### config.mk
export PLATFORM = sky130hd
export DESIGN_NAME = ssv_field_unescape
export DESIGN_NICKNAME = d
export VERILOG_FILES = /design/src/rtl/core/ssvu_pkg.sv /design/src/rtl/core/ssvu_decode.sv /design/src/rtl/core/ssvu_result_buf.sv /design/src/rtl/core/ssv_field_unescape.sv
export SDC_FILE = /design/constraint.sdc
export NUM_CORES = 1
export LEC_CHECK = 0
export ABC_AREA = 1
export BUFFER_PORTS_ARGS = -buffer_cell sky130_fd_sc_hd__buf_2
export CAP_MARGIN = 0
export CORE_ASPECT_RATIO = 0.5
export CORE_MARGIN = 1.5
export CORE_UTILIZATION = 28
export CTS_CLUSTER_DIAMETER = 40
export DETAILED_ROUTE_END_ITERATION = 7
export HOLD_SLACK_MARGIN = 0.02
export SYNTH_ARGS = -nofsm -noshare
export SYNTH_HDL_FRONTEND = slang
export SYNTH_SLANG_ARGS = --single-unit
### constraint.sdc
create_clock -name i_clk -period 2.63 [get_ports i_clk]
set_input_delay 0.263 -clock i_clk [delete_from_list [all_inputs] [get_ports i_clk]]
set_output_delay 0.263 -clock i_clk [all_outputs]
set_load 0.05 [all_outputs]
### src/rtl/core/ssvu_pkg.sv
// ssvu_pkg: types and character constants shared by the field unescape block
// no dependencies

package ssvu_pkg;

    localparam logic [7:0] C_AT = 8'h40;
    localparam logic [7:0] C_US = 8'h5F;
    localparam logic [7:0] C_BS = 8'h5C;
    localparam logic [7:0] C_SP = 8'h20;
    localparam logic [7:0] C_NL = 8'h0A;

    localparam int unsigned MAX_RES = 3;

    typedef struct packed {
        logic       kind;
        logic [7:0] char_in;
    } t_in_item;

    typedef struct packed {
        logic [7:0] out_char;
        logic       has_char;
        logic       end_of_field;
    } t_out_item;

    // results of one request, slot 0 first
    typedef struct packed {
        t_out_item [MAX_RES-1:0] slot;
        logic [1:0]              cnt;
    } t_res_set;

    function automatic t_res_set f_put(t_res_set s, logic [7:0] ch);
        t_res_set r;
        r = s;
        case (s.cnt)
            2'd0: begin
                r.slot[0] = '{out_char: ch, has_char: 1'b1, end_of_field: 1'b0};
            end
            2'd1: begin
                r.slot[1] = '{out_char: ch, has_char: 1'b1, end_of_field: 1'b0};
            end
            default: begin
                r.slot[2] = '{out_char: ch, has_char: 1'b1, end_of_field: 1'b0};
            end
        endcase
        r.cnt = s.cnt + 2'd1;
        return r;
    endfunction

endpackage

### src/rtl/core/ssvu_decode.sv
// ssvu_decode: field state registers and the single-pass decode of one request
// depends on ssvu_pkg

module ssvu_decode (
    input  logic              i_clk,
    input  logic              i_rst_n,
    input  logic              i_en,
    input  ssvu_pkg::t_in_item i_item,
    output ssvu_pkg::t_res_set o_set
);

    logic [7:0] r_held0, r_held1, n_held0, n_held1;
    logic [1:0] r_held_cnt, n_held_cnt;
    logic [7:0] r_prev, n_prev;
    logic       r_start, n_start;
    logic       r_esc, n_esc;

    ssvu_pkg::t_res_set rs;
    logic       done;
    logic       drop;
    logic [7:0] c;

    always_comb begin
        c          = i_item.char_in;
        n_held0    = r_held0;
        n_held1    = r_held1;
        n_held_cnt = r_held_cnt;
        n_prev     = r_prev;
        n_start    = r_start;
        n_esc      = r_esc;
        rs         = '0;
        done       = 1'b0;
        drop       = 1'b0;
        if (i_item.kind) begin
            if (r_esc) begin
                rs = ssvu_pkg::f_put(rs, ssvu_pkg::C_BS);
            end else if (r_held_cnt == 2'd1 && !r_start && r_prev != ssvu_pkg::C_SP) begin
                rs = ssvu_pkg::f_put(rs, r_held0);
            end else if (r_held_cnt == 2'd2) begin
                rs = ssvu_pkg::f_put(rs, r_held1);
            end
            // the end request always yields exactly one result
            rs.cnt                   = 2'd1;
            rs.slot[0].end_of_field  = 1'b1;
            n_held0    = '0;
            n_held1    = '0;
            n_held_cnt = '0;
            n_prev     = '0;
            n_start    = 1'b1;
            n_esc      = 1'b0;
        end else begin
            if (r_esc) begin
                n_esc   = 1'b0;
                n_start = 1'b0;
                if (c == ssvu_pkg::C_AT || c == ssvu_pkg::C_US) begin
                    rs     = ssvu_pkg::f_put(rs, c);
                    n_prev = c;
                    done   = 1'b1;
                end else begin
                    rs     = ssvu_pkg::f_put(rs, ssvu_pkg::C_BS);
                    n_prev = ssvu_pkg::C_BS;
                end
            end
            if (!done) begin
                if (n_held_cnt == 2'd1) begin
                    if (n_start && c == ssvu_pkg::C_NL) begin
                        // "@" newline at the field start waits for the end
                        n_held1    = c;
                        n_held_cnt = 2'd2;
                        done       = 1'b1;
                    end else begin
                        if (n_start) begin
                            drop = (c == ssvu_pkg::C_SP);
                        end else begin
                            drop = (n_prev == ssvu_pkg::C_SP) &&
                                   (c == ssvu_pkg::C_SP || c == ssvu_pkg::C_NL);
                        end
                        if (!drop) begin
                            rs = ssvu_pkg::f_put(rs, n_held0);
                        end
                        n_prev     = n_held0;
                        n_held_cnt = 2'd0;
                        n_start    = 1'b0;
                    end
                end else if (n_held_cnt == 2'd2) begin
                    rs         = ssvu_pkg::f_put(rs, n_held0);
                    rs         = ssvu_pkg::f_put(rs, n_held1);
                    n_prev     = n_held1;
                    n_held_cnt = 2'd0;
                    n_start    = 1'b0;
                end
            end
            if (!done) begin
                if (c == ssvu_pkg::C_AT) begin
                    n_held0    = c;
                    n_held_cnt = 2'd1;
                end else if (c == ssvu_pkg::C_BS) begin
                    n_esc   = 1'b1;
                    n_prev  = c;
                    n_start = 1'b0;
                end else begin
                    rs      = ssvu_pkg::f_put(rs, (c == ssvu_pkg::C_US) ? ssvu_pkg::C_SP : c);
                    n_prev  = c;
                    n_start = 1'b0;
                end
            end
        end
    end

    assign o_set = rs;

    always_ff @(posedge i_clk) begin
        if (!i_rst_n) begin
            r_held0    <= '0;
            r_held1    <= '0;
            r_held_cnt <= '0;
            r_prev     <= '0;
            r_start    <= 1'b1;
            r_esc      <= 1'b0;
        end else if (i_en) begin
            r_held0    <= n_held0;
            r_held1    <= n_held1;
            r_held_cnt <= n_held_cnt;
            r_prev     <= n_prev;
            r_start    <= n_start;
            r_esc      <= n_esc;
        end
    end

endmodule

### src/rtl/core/ssvu_result_buf.sv
// ssvu_result_buf: result register holding the results of one request,
// handed out one per output handshake; depends on ssvu_pkg

module ssvu_result_buf (
    input  logic               i_clk,
    input  logic               i_rst_n,
    input  logic               i_load,
    input  ssvu_pkg::t_res_set i_set,
    output logic               o_free,
    output logic               o_valid,
    input  logic               i_ready,
    output ssvu_pkg::t_out_item o_item
);

    ssvu_pkg::t_res_set r_set;
    logic               r_valid;
    logic [1:0]         r_idx;
    logic               pop;
    logic               last;

    assign pop    = r_valid && i_ready;
    assign last   = (r_idx == r_set.cnt - 2'd1);
    assign o_free = !r_valid || (pop && last);
    assign o_valid = r_valid;

    always_comb begin
        case (r_idx)
            2'd0:    o_item = r_set.slot[0];
            2'd1:    o_item = r_set.slot[1];
            default: o_item = r_set.slot[2];
        endcase
    end

    always_ff @(posedge i_clk) begin
        if (!i_rst_n) begin
            r_valid <= 1'b0;
            r_idx   <= '0;
        end else if (i_load) begin
            // a request with no result leaves the register empty
            r_valid <= (i_set.cnt != 2'd0);
            r_idx   <= '0;
        end else if (pop) begin
            if (last) begin
                r_valid <= 1'b0;
            end else begin
                r_idx <= r_idx + 2'd1;
            end
        end
    end

    always_ff @(posedge i_clk) begin
        if (i_load) begin
            r_set <= i_set;
        end
    end

endmodule

### src/rtl/core/ssv_field_unescape.sv
// ssv_field_unescape: top level of the field unescape block
// depends on ssvu_pkg, ssvu_decode, ssvu_result_buf
//
// Input channel (i_in_valid / o_in_ready / i_in_item) takes one request per
// cycle: a raw field byte (kind 0) or the end of the field (kind 1).
// Output channel (o_out_valid / i_out_ready / o_out_item) gives the decoded
// bytes; end_of_field marks the last result of a field, and an end request
// always yields exactly one result (has_char 0 if nothing was left).
// A request waits in the input register, is decoded in one pass into up to
// three results, which load the result register when it is free; the first
// result is valid as soon as they are loaded. Throughput is one request per
// cycle while each request gives at most one result and the receiver takes
// each one at once; a request with k results occupies the result register
// until all k are taken, one per output handshake, and the next request is
// decoded in the cycle its last result is taken.
// When the receiver stalls, results hold and the input register fills, then
// o_in_ready drops. Reset empties both registers and returns the field state
// to the start of a field.

module ssv_field_unescape (
    input  logic                i_clk,
    input  logic                i_rst_n,
    input  logic                i_in_valid,
    output logic                o_in_ready,
    input  ssvu_pkg::t_in_item  i_in_item,
    output logic                o_out_valid,
    input  logic                i_out_ready,
    output ssvu_pkg::t_out_item o_out_item
);

    logic               r_in_valid;
    ssvu_pkg::t_in_item r_in_item;
    logic               load;
    logic               buf_free;
    ssvu_pkg::t_res_set dec_set;

    assign load       = r_in_valid && buf_free;
    assign o_in_ready = !r_in_valid || load;

    always_ff @(posedge i_clk) begin
        if (!i_rst_n) begin
            r_in_valid <= 1'b0;
        end else if (o_in_ready) begin
            r_in_valid <= i_in_valid;
        end
    end

    always_ff @(posedge i_clk) begin
        if (o_in_ready && i_in_valid) begin
            r_in_item <= i_in_item;
        end
    end

    ssvu_decode u_decode (
        .i_clk   (i_clk),
        .i_rst_n (i_rst_n),
        .i_en    (load),
        .i_item  (r_in_item),
        .o_set   (dec_set)
    );

    ssvu_result_buf u_result_buf (
        .i_clk   (i_clk),
        .i_rst_n (i_rst_n),
        .i_load  (load),
        .i_set   (dec_set),
        .o_free  (buf_free),
        .o_valid (o_out_valid),
        .i_ready (i_out_ready),
        .o_item  (o_out_item)
    );

endmodule
# ---- After elaboration in Yosys (flattened, before gate mapping)
# Cells that the tools add are included.
dict set report word_totals {
  out_inout_bits 12
  inputBits 13
  word_cells 156
  regBits 73
}
dict set report classes {
  addsub 5
  reduce_logical 33
  n_eq_ne 16
  mux 79
  bitwise 2
}
# op count
set op_table {}
lappend op_table {{32-bit 2-to-1 mux} 14}
lappend op_table {{8-bit 2-to-1 mux} 18}
lappend op_table {{10-bit 2-to-1 mux} 9}
lappend op_table {{1-bit 2-to-1 mux} 28}
lappend op_table {{8-bit by 7-bit equality test with 1-bit output, second input constant} 3}
lappend op_table {{12-bit 2-to-1 mux} 2}
lappend op_table {{10-bit one-hot mux with 2 select lines} 1}
lappend op_table {{8-bit by 6-bit equality test with 1-bit output, second input constant} 2}
lappend op_table {{2-bit 2-to-1 mux} 7}
lappend op_table {{2-bit nonzero test} 6}
lappend op_table {{2-bit by 1-bit equality test with 1-bit output, second input constant} 5}
lappend op_table {{2-bit by 1-bit adder with 2-bit output, second input constant} 4}
lappend op_table {{8-bit by 4-bit equality test with 1-bit output, second input constant} 1}
lappend op_table {{1-bit logical AND} 8}
lappend op_table {{2-bit zero test} 4}
lappend op_table {{8-bit by 6-bit inequality test with 1-bit output, second input constant} 1}
lappend op_table {{2-bit OR reduction} 4}
lappend op_table {{1-bit logical OR} 4}
lappend op_table {{2-bit inequality test, second input constant} 2}
lappend op_table {{2-bit AND reduction} 2}
lappend op_table {{4-bit AND reduction} 1}
lappend op_table {{1-bit zero test} 3}
lappend op_table {{3-bit AND reduction} 1}
lappend op_table {{2-bit equality test} 1}
lappend op_table {{other kinds (3)} 4}

# ---- Depth between registers and ports, before layout
# Gate-level depths: netlist (run 1).
dict set report depth {
  ltp_word 26
  ltp_mapped 20
}

# ---- Hierarchy
# From an unflattened synthesis (run 1), not the netlist that was laid out.
dict set report hier_totals {
  hier_cells 612
  area_unflattened_um2 4504.3
}
# mod cells_each n_inst area_per_inst_um2 seq_area_each_um2
set by_module_without_submodules {}
lappend by_module_without_submodules {ssvu_decode 494 1 2812.7 560.5}
lappend by_module_without_submodules {ssvu_result_buf 100 1 1362.6 1021.0}
lappend by_module_without_submodules {ssv_field_unescape 18 1 329.1 290.3}

# ---- Worst setup path before layout (run 1)
# OpenSTA, ideal clock, no wires.
dict set report synth_timing {
  kind {flip-flop to flip-flop}
  from {reg r_in_item[7] (netlist name)}
  to {reg u_result_buf.r_set[24] (netlist name), data pin}
  t_arrival_ps 2453
  period_less_slack_ps 2710
  path_buffers 1
  stages_incl_launch_ff 18
  slack_ps -80
  cell_sequence {edfxtp_1 inv_2 nand2_2 nor2_2 nand3_1 o21ai_0 nand3_1 nand2_1 nand2_2 ha_1 nand3_1 nand2_1 ha_1 inv_1 nand3_2 buf_6 o21ai_1 a21oi_1}
}
dict set report synth_via {
  elab_chain_len 24
  elab_cells_between_ends 39
  cone_classes {7 x eq/ne; 26 x mux; 6 x reduce/logical}
}
# element line_no
set synth_rtl {}
lappend synth_rtl {{start: declaration} ssv_field_unescape.sv:32} ;# ssvu_pkg::t_in_item r_in_item;
lappend synth_rtl {{start signal: assignment} ssv_field_unescape.sv:50} ;# r_in_item <= i_in_item;
lappend synth_rtl {{8-bit by 7-bit equality test with 1-bit output, on equally long branches} {ssvu_decode.sv:55, ssvu_decode.sv:94, ssvu_decode.sv:102}}
lappend synth_rtl {{1-bit logical OR} ssvu_decode.sv:55} ;# if (c == ssvu_pkg::C_AT || c == ssvu_pkg::C_US) begin
lappend synth_rtl {{8-bit 2-to-1 mux} ssvu_decode.sv:55}
lappend synth_rtl {{8-bit 2-to-1 mux} ssvu_decode.sv:52} ;# if (r_esc) begin
lappend synth_rtl {{8-bit 2-to-1 mux} ssvu_decode.sv:34} ;# if (i_item.kind) begin
lappend synth_rtl {{8-bit by 6-bit equality test with 1-bit output} ssvu_decode.sv:75} ;# drop = (n_prev == ssvu_pkg::C_SP) &&
lappend synth_rtl {{1-bit logical AND} ssvu_decode.sv:75}
lappend synth_rtl {{1-bit 2-to-1 mux} ssvu_decode.sv:72} ;# if (n_start) begin
lappend synth_rtl {{[8 not listed]} --}
lappend synth_rtl {{32-bit 2-to-1 mux} ssvu_decode.sv:34}
lappend synth_rtl {{2-bit by 1-bit equality test with 1-bit output or 2-bit zero test (tied branches)} ssvu_pkg.sv:34} ;# case (s.cnt)
lappend synth_rtl {{2-bit OR reduction (no line)} --}
lappend synth_rtl {{10-bit 2-to-1 mux} ssvu_pkg.sv:34}
lappend synth_rtl {{32-bit 2-to-1 mux} ssvu_decode.sv:97} ;# end else if (c == ssvu_pkg::C_BS) begin
lappend synth_rtl {{32-bit 2-to-1 mux} ssvu_decode.sv:94} ;# if (c == ssvu_pkg::C_AT) begin
lappend synth_rtl {{32-bit 2-to-1 mux *} ssvu_decode.sv:93} ;# if (!done) begin
lappend synth_rtl {{32-bit 2-to-1 mux *} ssvu_decode.sv:34}
lappend synth_rtl {{end signal: assignment} ssvu_result_buf.sv:53} ;# r_set <= i_set;
lappend synth_rtl {{end: declaration} ssvu_result_buf.sv:15} ;# ssvu_pkg::t_res_set r_set;
# Every way passes the cells marked *; elsewhere a longest branch is shown, timed or not. The select of a mux whose other input is x is not followed.
# A chain may end at the register's enable or synchronous reset.

# ---- Worst setup path after layout (run 1)
dict set report layout_timing {
  from {reg r_in_item[7] (netlist name)}
  to {reg u_result_buf.r_set[31] (netlist name), data pin}
}
# The elaborated chain is that of the path after synthesis.

==> metrics.md, run 1 <==
| Metric | Value |
|---|---|
| Largest net degree at the start of global routing | `31` |
| Mapped Cells | `554` |
| R2R setup slack | `50 ps` |
| # rows | `31` |
| Die H | `90.9 microns` |
| CTS tree | `yes` |
| FF-to-FF path depth | `18` |
| Yosys reg bits | `71` |
| RePlAce Congestion | `0.937` |
| Cell area after synthesis | `0.00433 sq mm` |
| Max-cap viol count | `0` |
| Post-DRT Antenna Nets | `0` |
| DRC errors left | `0` |
| Min-Delay Endpoint | `r_in_item[8]` |
| Drt total wl | `13200 microns` |
| Final Hold Vio Count | `0` |
| Hpwl dp | `10000 microns` |
| Via density | `4.93` |
| Area of placed instances | `0.00493 sq mm` |
| RSZ-0062 raised after global routing | `yes` |
| Asr flop ratio synth | `0%` |
| Clk root buf | `clkbuf_16` |
| Syn_nets | `575` |
| Status | `complete, no violations` |
| Clock share of power | `41.2%` |
| NetSw | `0.815 mW` |
| H-tree Lvls | `3` |
| Synthesis-to-finish area growth | `25.9%` |
| Fin util | `36.9%` |
| Worst Path Required | `2710 ps` |
| Worst skew pair latency | `350 ps` |
| Final period utilization | `98.2%` |
| Gate power share | `14.8%` |
| Met1 WL | `6350 microns` |
| Max Transition Viols Final | `0` |
| Internal power | `2.03 mW` |
| Detailed Routing Iterations Pass 1 | `5` |
| Setup tns final | `0 ps` |
| Rel. slew slack | `54.3%` |
| # placed instances | `797` |
| GRT Total Usage | `16.9%` |
| Wirelength per Cell | `16.1 microns` |
| Seq pwr share | `44.0%` |
| Worst hold path class | `input port to flop` |
| WHS Path Cells | `1` |
| Worst setup SP type | `flop` |
| Worst Clk Skew | `8.80 ps` |
| Port Buffers | `24` |
| Max Freq | `0.387 GHz` |
| R2r endpoint | `u_result_buf.r_set[31]` |
| Layout cells sized above 1 | `28.2%` |
| FF-to-FF Start | `r_in_item[7]` |
| Initial core utilization | `29.3%` |
| Net Sw Frac | `28.7%` |
| Syn Area/Cell | `7.82 sq um` |
| Top Layer Used | `met4` |
| Worst setup EP type | `flop` |
| Arr. time, crit path | `2670 ps` |
| Post-synth EDFFs | `39` |
| Core area | `0.0148 sq mm` |
| Die width | `179 microns` |
| Synth warn | `0` |
| Library cells used by synthesis | `43` |
| Hold WS | `90.4 ps` |
| CTS buffer count | `9` |
| Leakage Power | `2.22 nW` |
| Nets | `641` |
| Fin area | `0.00545 sq mm` |
| Power Density | `521 mW/mm^2` |
| Fin cells | `823` |
| Worst-Margin Slew | `685 ps` |
| Via count | `4057` |
| Crit Path Class | `flop to flop` |
| Die area | `0.0163 sq mm` |
| Ys flop type | `edfxtp_1` |
| Hold Startpoint | `i_in_item[8]` |
| GR Overflow Total | `0` |
| Routed wl met3 | `984 microns` |
| Io pins | `25` |
| Clk sinks | `71` |
| Max Buffers Root-to-Sink | `2` |
| Detailed router's first-iteration violation count | `360` |
| Register area share after synthesis | `41.8%` |
| First-pass GRT wire length | `20800 microns` |
| Clock transition at path regs | `60 ps` |
| Min Tclk post-route | `2580 ps` |
| Met2 wire length | `5670 microns` |
| Initial antenna violation count | `0` |
| Maximum VDD drop | `0.275 mV` |
| Final Setup Violations | `0` |
| Vias in the first global route | `3799` |
| Maximum fanout along the worst path | `4` |
| Antenna cells | `0` |
worst max-delay path: stages (launching register included):
cell and delay (ps):
edfxtp_1 430, inv_2 110, nand2_4 70, nor2_4 100, nand3_2 100, o21ai_2 60, nand3_1 70, nand2_1 90
nand2_2 90, ha_4 280, nand3_4 70, nand2_4 110, inv_4 40, ha_4 170, inv_4 60, nand3b_1 150
nor2_4 170, buf_6 110, a211oi_4 50
how the worst max path moves through the flow:
stage                 startpoint                      to  slack [ps]
CTS                 r_in_item[7]  u_result_buf.r_set[23]         -40
global route        r_in_item[7]  u_result_buf.r_set[31]        -120
detailed placement  r_in_item[7]  u_result_buf.r_set[31]        -130
global placement    r_in_item[6]  u_result_buf.r_set[31]         -70
finish              r_in_item[7]  u_result_buf.r_set[31]          50
floorplan           r_in_item[3]  u_result_buf.r_set[24]         0.7
repair_timing:
item / in CTS / in global routing
resized for setup: 5 / 38
gates cloned: 0 / 0
endpoints found under the setup margin: 15 / 28
hold buffers: 0 / 0
pin swaps: 3 / 15
buffers inserted: 3 / 7
cells in the final DEF, fill, tap and decap left out, drive strengths merged:
| master | n |
|---|---|
| nand2 | 143 |
| buf | 76 |
| inv | 69 |
| nor2 | 63 |
| o21ai | 54 |
| edfxtp | 39 |
| a21oi | 38 |
| nand3 | 34 |
| dfxtp | 32 |
| nor3 | 11 |
| a22oi | 10 |
| clkbuf | 10 |
| ha | 8 |
| o211ai | 7 |
| nand4 | 5 |
| o22ai | 5 |
| nand3b | 3 |
| o221ai | 3 |
| clkinvlp | 3 |
| clkinv | 3 |
| nor3b | 2 |
| a211oi | 2 |
| nor4 | 1 |
| o2111ai | 1 |
| xor2 | 1 |
| o21a | 1 |
| a31oi | 1 |
flip-flops by register name, indices dropped and copies added (netlist names):
signal,cells
u_decode.r_held_cnt,2
u_result_buf.r_idx,2
u_decode.r_held1,8
r_in_item,9
u_result_buf.r_set,30
u_result_buf.o_valid,1
u_decode.r_held0,8
u_decode.r_esc,1
u_decode.r_start,1
u_decode.r_prev,8
r_in_valid,1
kinds of logic (layout without fill, tap and decap cells):
| kind of cell | after synthesis | in the layout | share of synthesized area, % |
|---|---|---|---|
| xor+xnor | 1 | 1 | 0.202 |
| buf+inv | 90 | 161 | 9.13 |
| flops | 71 | 71 | 41.8 |
| compound gates | 122 | 122 | 16.3 |
| simple gates | 262 | 262 | 30.2 |
| fa+ha+maj | 8 | 8 | 2.31 |
synthesized netlist by cell type (7+ instances only):
master / n / share of area (%)
a22oi_1: 10 / 1.7
nand2_1: 130 / 11
o211ai_1: 7 / 1.2
nand2_2: 7 / 1.0
o21ai_1: 14 / 1.6
ha_1: 8 / 2.3
edfxtp_1: 39 / 27
inv_1: 52 / 4.5
clkbuf_1: 11 / 0.95
o21ai_0: 37 / 4.3
nor2_1: 48 / 4.2
dfxtp_1: 32 / 15
nand3_1: 32 / 3.7
nor2_2: 7 / 1.0
a21oi_1: 36 / 4.2
inv_2: 12 / 1.0
per-layer routing:
metal  up-vias  GRT usage (%)
met3        18           3.60
li1       1989              -
met2       146           25.1
met1      1904           24.0
met5         -              0
met4         0           5.63
metrics by stage:
stage	power [mW]	worst slack [ps]
after global routing	2.96	-122
final	2.84	46.1
after CTS	2.83	-41.8
after global placement	1.66	-66.9
after floorplan	1.53	0.674
after detailed placement	1.66	-126
cell type report:
class / instances / area (sq um)
multi-input combinational: 393 / 2280
timing repair buffer: 76 / 551
clock buffer: 10 / 239
clock inverter: 6 / 45.0
sequential: 71 / 1810
fill: 1540 / 9320
inverter: 69 / 277
tap: 198 / 248
power groups by stage:
stage	Combinational, mW	Sequential, mW	Clock [mW]
after floorplan	0.256	1.27	0
after global placement	0.386	1.27	0
after detailed placement	0.386	1.27	0
after CTS	0.393	1.25	1.19
after global routing	0.458	1.26	1.25
final	0.421	1.25	1.17
(Power assumes the default switching activity.)
==> run 2: changes to the inputs <==
BUFFER_PORTS_ARGS = not set   (was -buffer_cell sky130_fd_sc_hd__buf_2)
DONT_BUFFER_PORTS = 1   (was not set)
PLACE_DENSITY = 0.45   (was not set)
==> run 2 against run 1 <==
Against the previous run:
- the run now ends with negative setup slack left
- clock power is 6% higher
- critical path depth decreased by 1
- global-route usage increased by 0.53 points
- combinational power rose by 2%
- register-to-register slack got worse by 60 ps
- worst hold slack got worse by 56 ps
- sequential share of layout area shrank 0.56 points
- via count shrank 3.1%
- worst setup slack worse by 59 ps
- die area unchanged
- sequential power hardly changed
- flip-flop and latch count unchanged
- critical path type unchanged
- largest cell class unchanged
==> metrics.md, run 2 (same netlist as run 1, synthesis figures left out) <==
| Metric | Value |
|---|---|
| Status | `complete, but fails checks (was complete, no violations)` |
| Failing checks | `negative setup slack` |
| Clock share of power | `42.5% (was 41.2%)` |
| Maximum fanout along the worst path | `21 (was 4)` |
| CTS tree | `yes (unchanged)` |
| Worst Path Required | `2830 ps (was 2710 ps)` |
| Crit Path Class | `flop to flop (unchanged)` |
| # rows | `31 (unchanged)` |
| H-tree Lvls | `3 (unchanged)` |
| Area of the multi-input gates | `0.00238 sq mm (was 0.00228 sq mm)` |
| Clk sinks | `71 (unchanged)` |
| Largest register FFs | `30 (unchanged)` |
| Final WS setup | `-12.9 ps (was 46.1 ps)` |
| Max Buffers Root-to-Sink | `2 (unchanged)` |
| Maximum VDD drop | `0.255 mV (was 0.275 mV)` |
| Arr. time, crit path | `2840 ps (was 2670 ps)` |
| Worst Clk Skew | `9.15 ps (was 8.80 ps)` |
| Drt total wl | `13700 microns (was 13200 microns)` |
| Internal power | `2.13 mW (was 2.03 mW)` |
| Setup tns final | `-17.6 ps (was 0 ps)` |
| Antenna cells | `0 (unchanged)` |
| Tot Pwr | `2.92 mW (was 2.84 mW)` |
| Cell Chain, Critical Path | `inv_4 -> buf_4 -> nand2_2 -> nand2_1 -> nand2_1 -> nand2_2 -> ha_4 -> nand3_2 -> nand2_2 -> nand2_4 -> buf_12 -> ha_2 -> inv_4 -> nor2_8 -> nor2_8 -> nand3_2 -> a21oi_2 (was inv_2 -> nand2_4 -> nor2_4 -> nand3_2 -> o21ai_2 -> nand3_1 -> nand2_1 -> nand2_2 -> ha_4 -> nand3_4 -> nand2_4 -> inv_4 -> ha_4 -> inv_4 -> nand3b_1 -> nor2_4 -> buf_6 -> a211oi_4)` |
| First-pass GRT wire length | `21300 microns (was 20800 microns)` |
| Power Density | `526 mW/mm^2 (was 521 mW/mm^2)` |
| Worst path top cell family by delay | `simple AND/OR/NAND/NOR gates (unchanged)` |
| Nets | `631 (was 641)` |
| Worst skew pair latency | `340 ps (was 350 ps)` |
| Detailed Routing Iterations Pass 1 | `5 (unchanged)` |
| Most frequent cells in the layout | `nand2_1 (118), buf_4 (52), inv_1 (45) (was nand2_1 (125), inv_1 (48), nor2_1 (47))` |
| Leakage Power | `2.20 nW (was 2.22 nW)` |
| Max Transition Viols Final | `0 (unchanged)` |
| RePlAce Congestion | `0.882 (was 0.937)` |
| Fin util | `37.5% (was 36.9%)` |
| Clk root buf | `clkbuf_16 (unchanged)` |
| Io pins | `25 (unchanged)` |
| Via density | `4.84 (was 4.93)` |
| Layout cells sized above 1 | `29.8% (was 28.2%)` |
| Worst hold path class | `input port to flop (unchanged)` |
| Clock transition at path regs | `60 ps (about the same)` |
| Biggest register | `u_result_buf.r_set (unchanged)` |
| Worst setup SP type | `flop (unchanged)` |
| Worst setup EP type | `flop (unchanged)` |
| Pre-CTS WS | `-133 ps (was -126 ps)` |
| Min Tclk post-route | `2640 ps (was 2580 ps)` |
| Most common cell after layout, fill and taps aside | `nand2_1 (unchanged)` |
| Worst path max stage delay | `360 ps (was 430 ps)` |
| Largest net degree at the start of global routing | `31 (unchanged)` |
| Worst-Margin Slew | `672 ps (was 685 ps)` |
| Die width | `179 microns (unchanged)` |
| Die H | `90.9 microns (unchanged)` |
| Wirelength per Cell | `16.8 microns (was 16.1 microns)` |
| Synthesis-to-finish area growth | `28.1% (was 25.9%)` |
| Detailed router's first-iteration violation count | `343 (was 360)` |
| Gate power share | `14.7% (was 14.8%)` |
| RSZ-0062 raised after global routing | `yes (unchanged)` |
| Critical path buffers and inverters | `4 (unchanged)` |
| DRC errors left | `0 (unchanged)` |
| Net Sw Frac | `27.1% (was 28.7%)` |
| Vias in the first global route | `3684 (was 3799)` |
| Via count | `3932 (was 4057)` |
| Post-DRT Antenna Nets | `0 (unchanged)` |
| Initial antenna violation count | `0 (unchanged)` |
| Die area | `0.0163 sq mm (unchanged)` |
| Core area | `0.0148 sq mm (unchanged)` |
| Fill cells | `1554 (was 1540)` |
| GR Overflow Total | `0 (unchanged)` |
| Hpwl dp | `10400 microns (was 10000 microns)` |
| Max-cap viol count | `0 (unchanged)` |
| CTS buffer count | `9 (unchanged)` |
| Largest regs | `u_result_buf.r_set: 30 flops, r_in_item: 9 flops (unchanged)` |
| Port Buffers | `0 (was 24)` |
| Final Setup Violations | `2 (was 0)` |
| GRT Total Usage | `17.4% (was 16.9%)` |
| Final Hold Vio Count | `0 (unchanged)` |
| FF+latch area | `0.00181 sq mm (unchanged)` |
| NetSw | `0.792 mW (was 0.815 mW)` |
| Rel. slew slack | `55.2% (was 54.3%)` |
| Slowest cell on crit path | `dfxtp_1 (was edfxtp_1)` |
| Final period utilization | `100% (was 98.2%)` |
| Seq pwr share | `42.8% (was 44.0%)` |
| Max Freq | `0.378 GHz (was 0.387 GHz)` |
| Most used cell, CP | `nand2_2` |
| Initial core utilization | `29.3% (unchanged)` |
[run 2: per-layer routing]
layer  vias up  part of all wire (%)  GRT usage (%)
met5         -                     0              0
met1      1830                    50           26.2
met4         0                   1.6           4.72
met3        18                   5.9           3.31
li1       1971                     -              -
met2       113                    42           25.0
[run 2: area by class of cell]
cell class	instances	area share [%]
multi-input combinational	394	42.8
tap	198	4.47
sequential	71	32.7
clock inverter	5	1.04
clock buffer	11	4.38
timing repair buffer	65	9.61
inverter	69	5.03
[run 2: path summary, 6_finish.rpt]
| check | endpoint | cells after the start | slack, ps | from |
|---|---|---|---|---|
| setup / recovery | u_result_buf.r_set[18] | 17 | -10 | u_decode.r_esc |
| hold / removal | u_decode.r_held0[6] | 2 | 30 | i_rst_n |
| setup reg to reg | u_result_buf.r_set[18] | 17 | -10 | u_decode.r_esc |
| hold reg to reg | u_result_buf.o_valid | 2 | 470 | r_in_valid |
[run 2: what timing repair did]
action,CTS,global route
setup endpoints to repair,25,30
gates resized for setup,8,64
endpoints found under the hold margin,10,0
hold buffers,10,0
setup buffers,0,5
gates cloned,1,0
pin swaps,3,28
[run 2: worst reg2reg max path: stages (launching register included)]
cell and delay (ps):
dfxtp_1 360, inv_4 100, buf_4 280, nand2_2 150, nand2_1 100, nand2_1 60, nand2_2 90, ha_4 130
nand3_2 70, nand2_2 110, nand2_4 70, buf_12 130, ha_2 190, inv_4 90, nor2_8 70, nor2_8 200
nand3_2 130, a21oi_2 160
[run 2: power by group through the flow]
stage / Clock [mW] / Combinational, mW / Sequential [mW]
after detailed placement: 0 / 0.375 / 1.27
after CTS: 1.25 / 0.395 / 1.25
after global placement: 0 / 0.379 / 1.27
after global routing: 1.30 / 0.468 / 1.25
final: 1.24 / 0.430 / 1.25
after floorplan: 0 / 0.256 / 1.27
[run 2: stage by stage]
stage               std cells  area (sq um)  hold slack (ps)
floorplan                 554          4350              357
global placement          781          4840              362
detailed placement        781          4840              362
CTS                       808          5290             26.4
global route              813          5550             38.3
finish                    813          5550             34.6
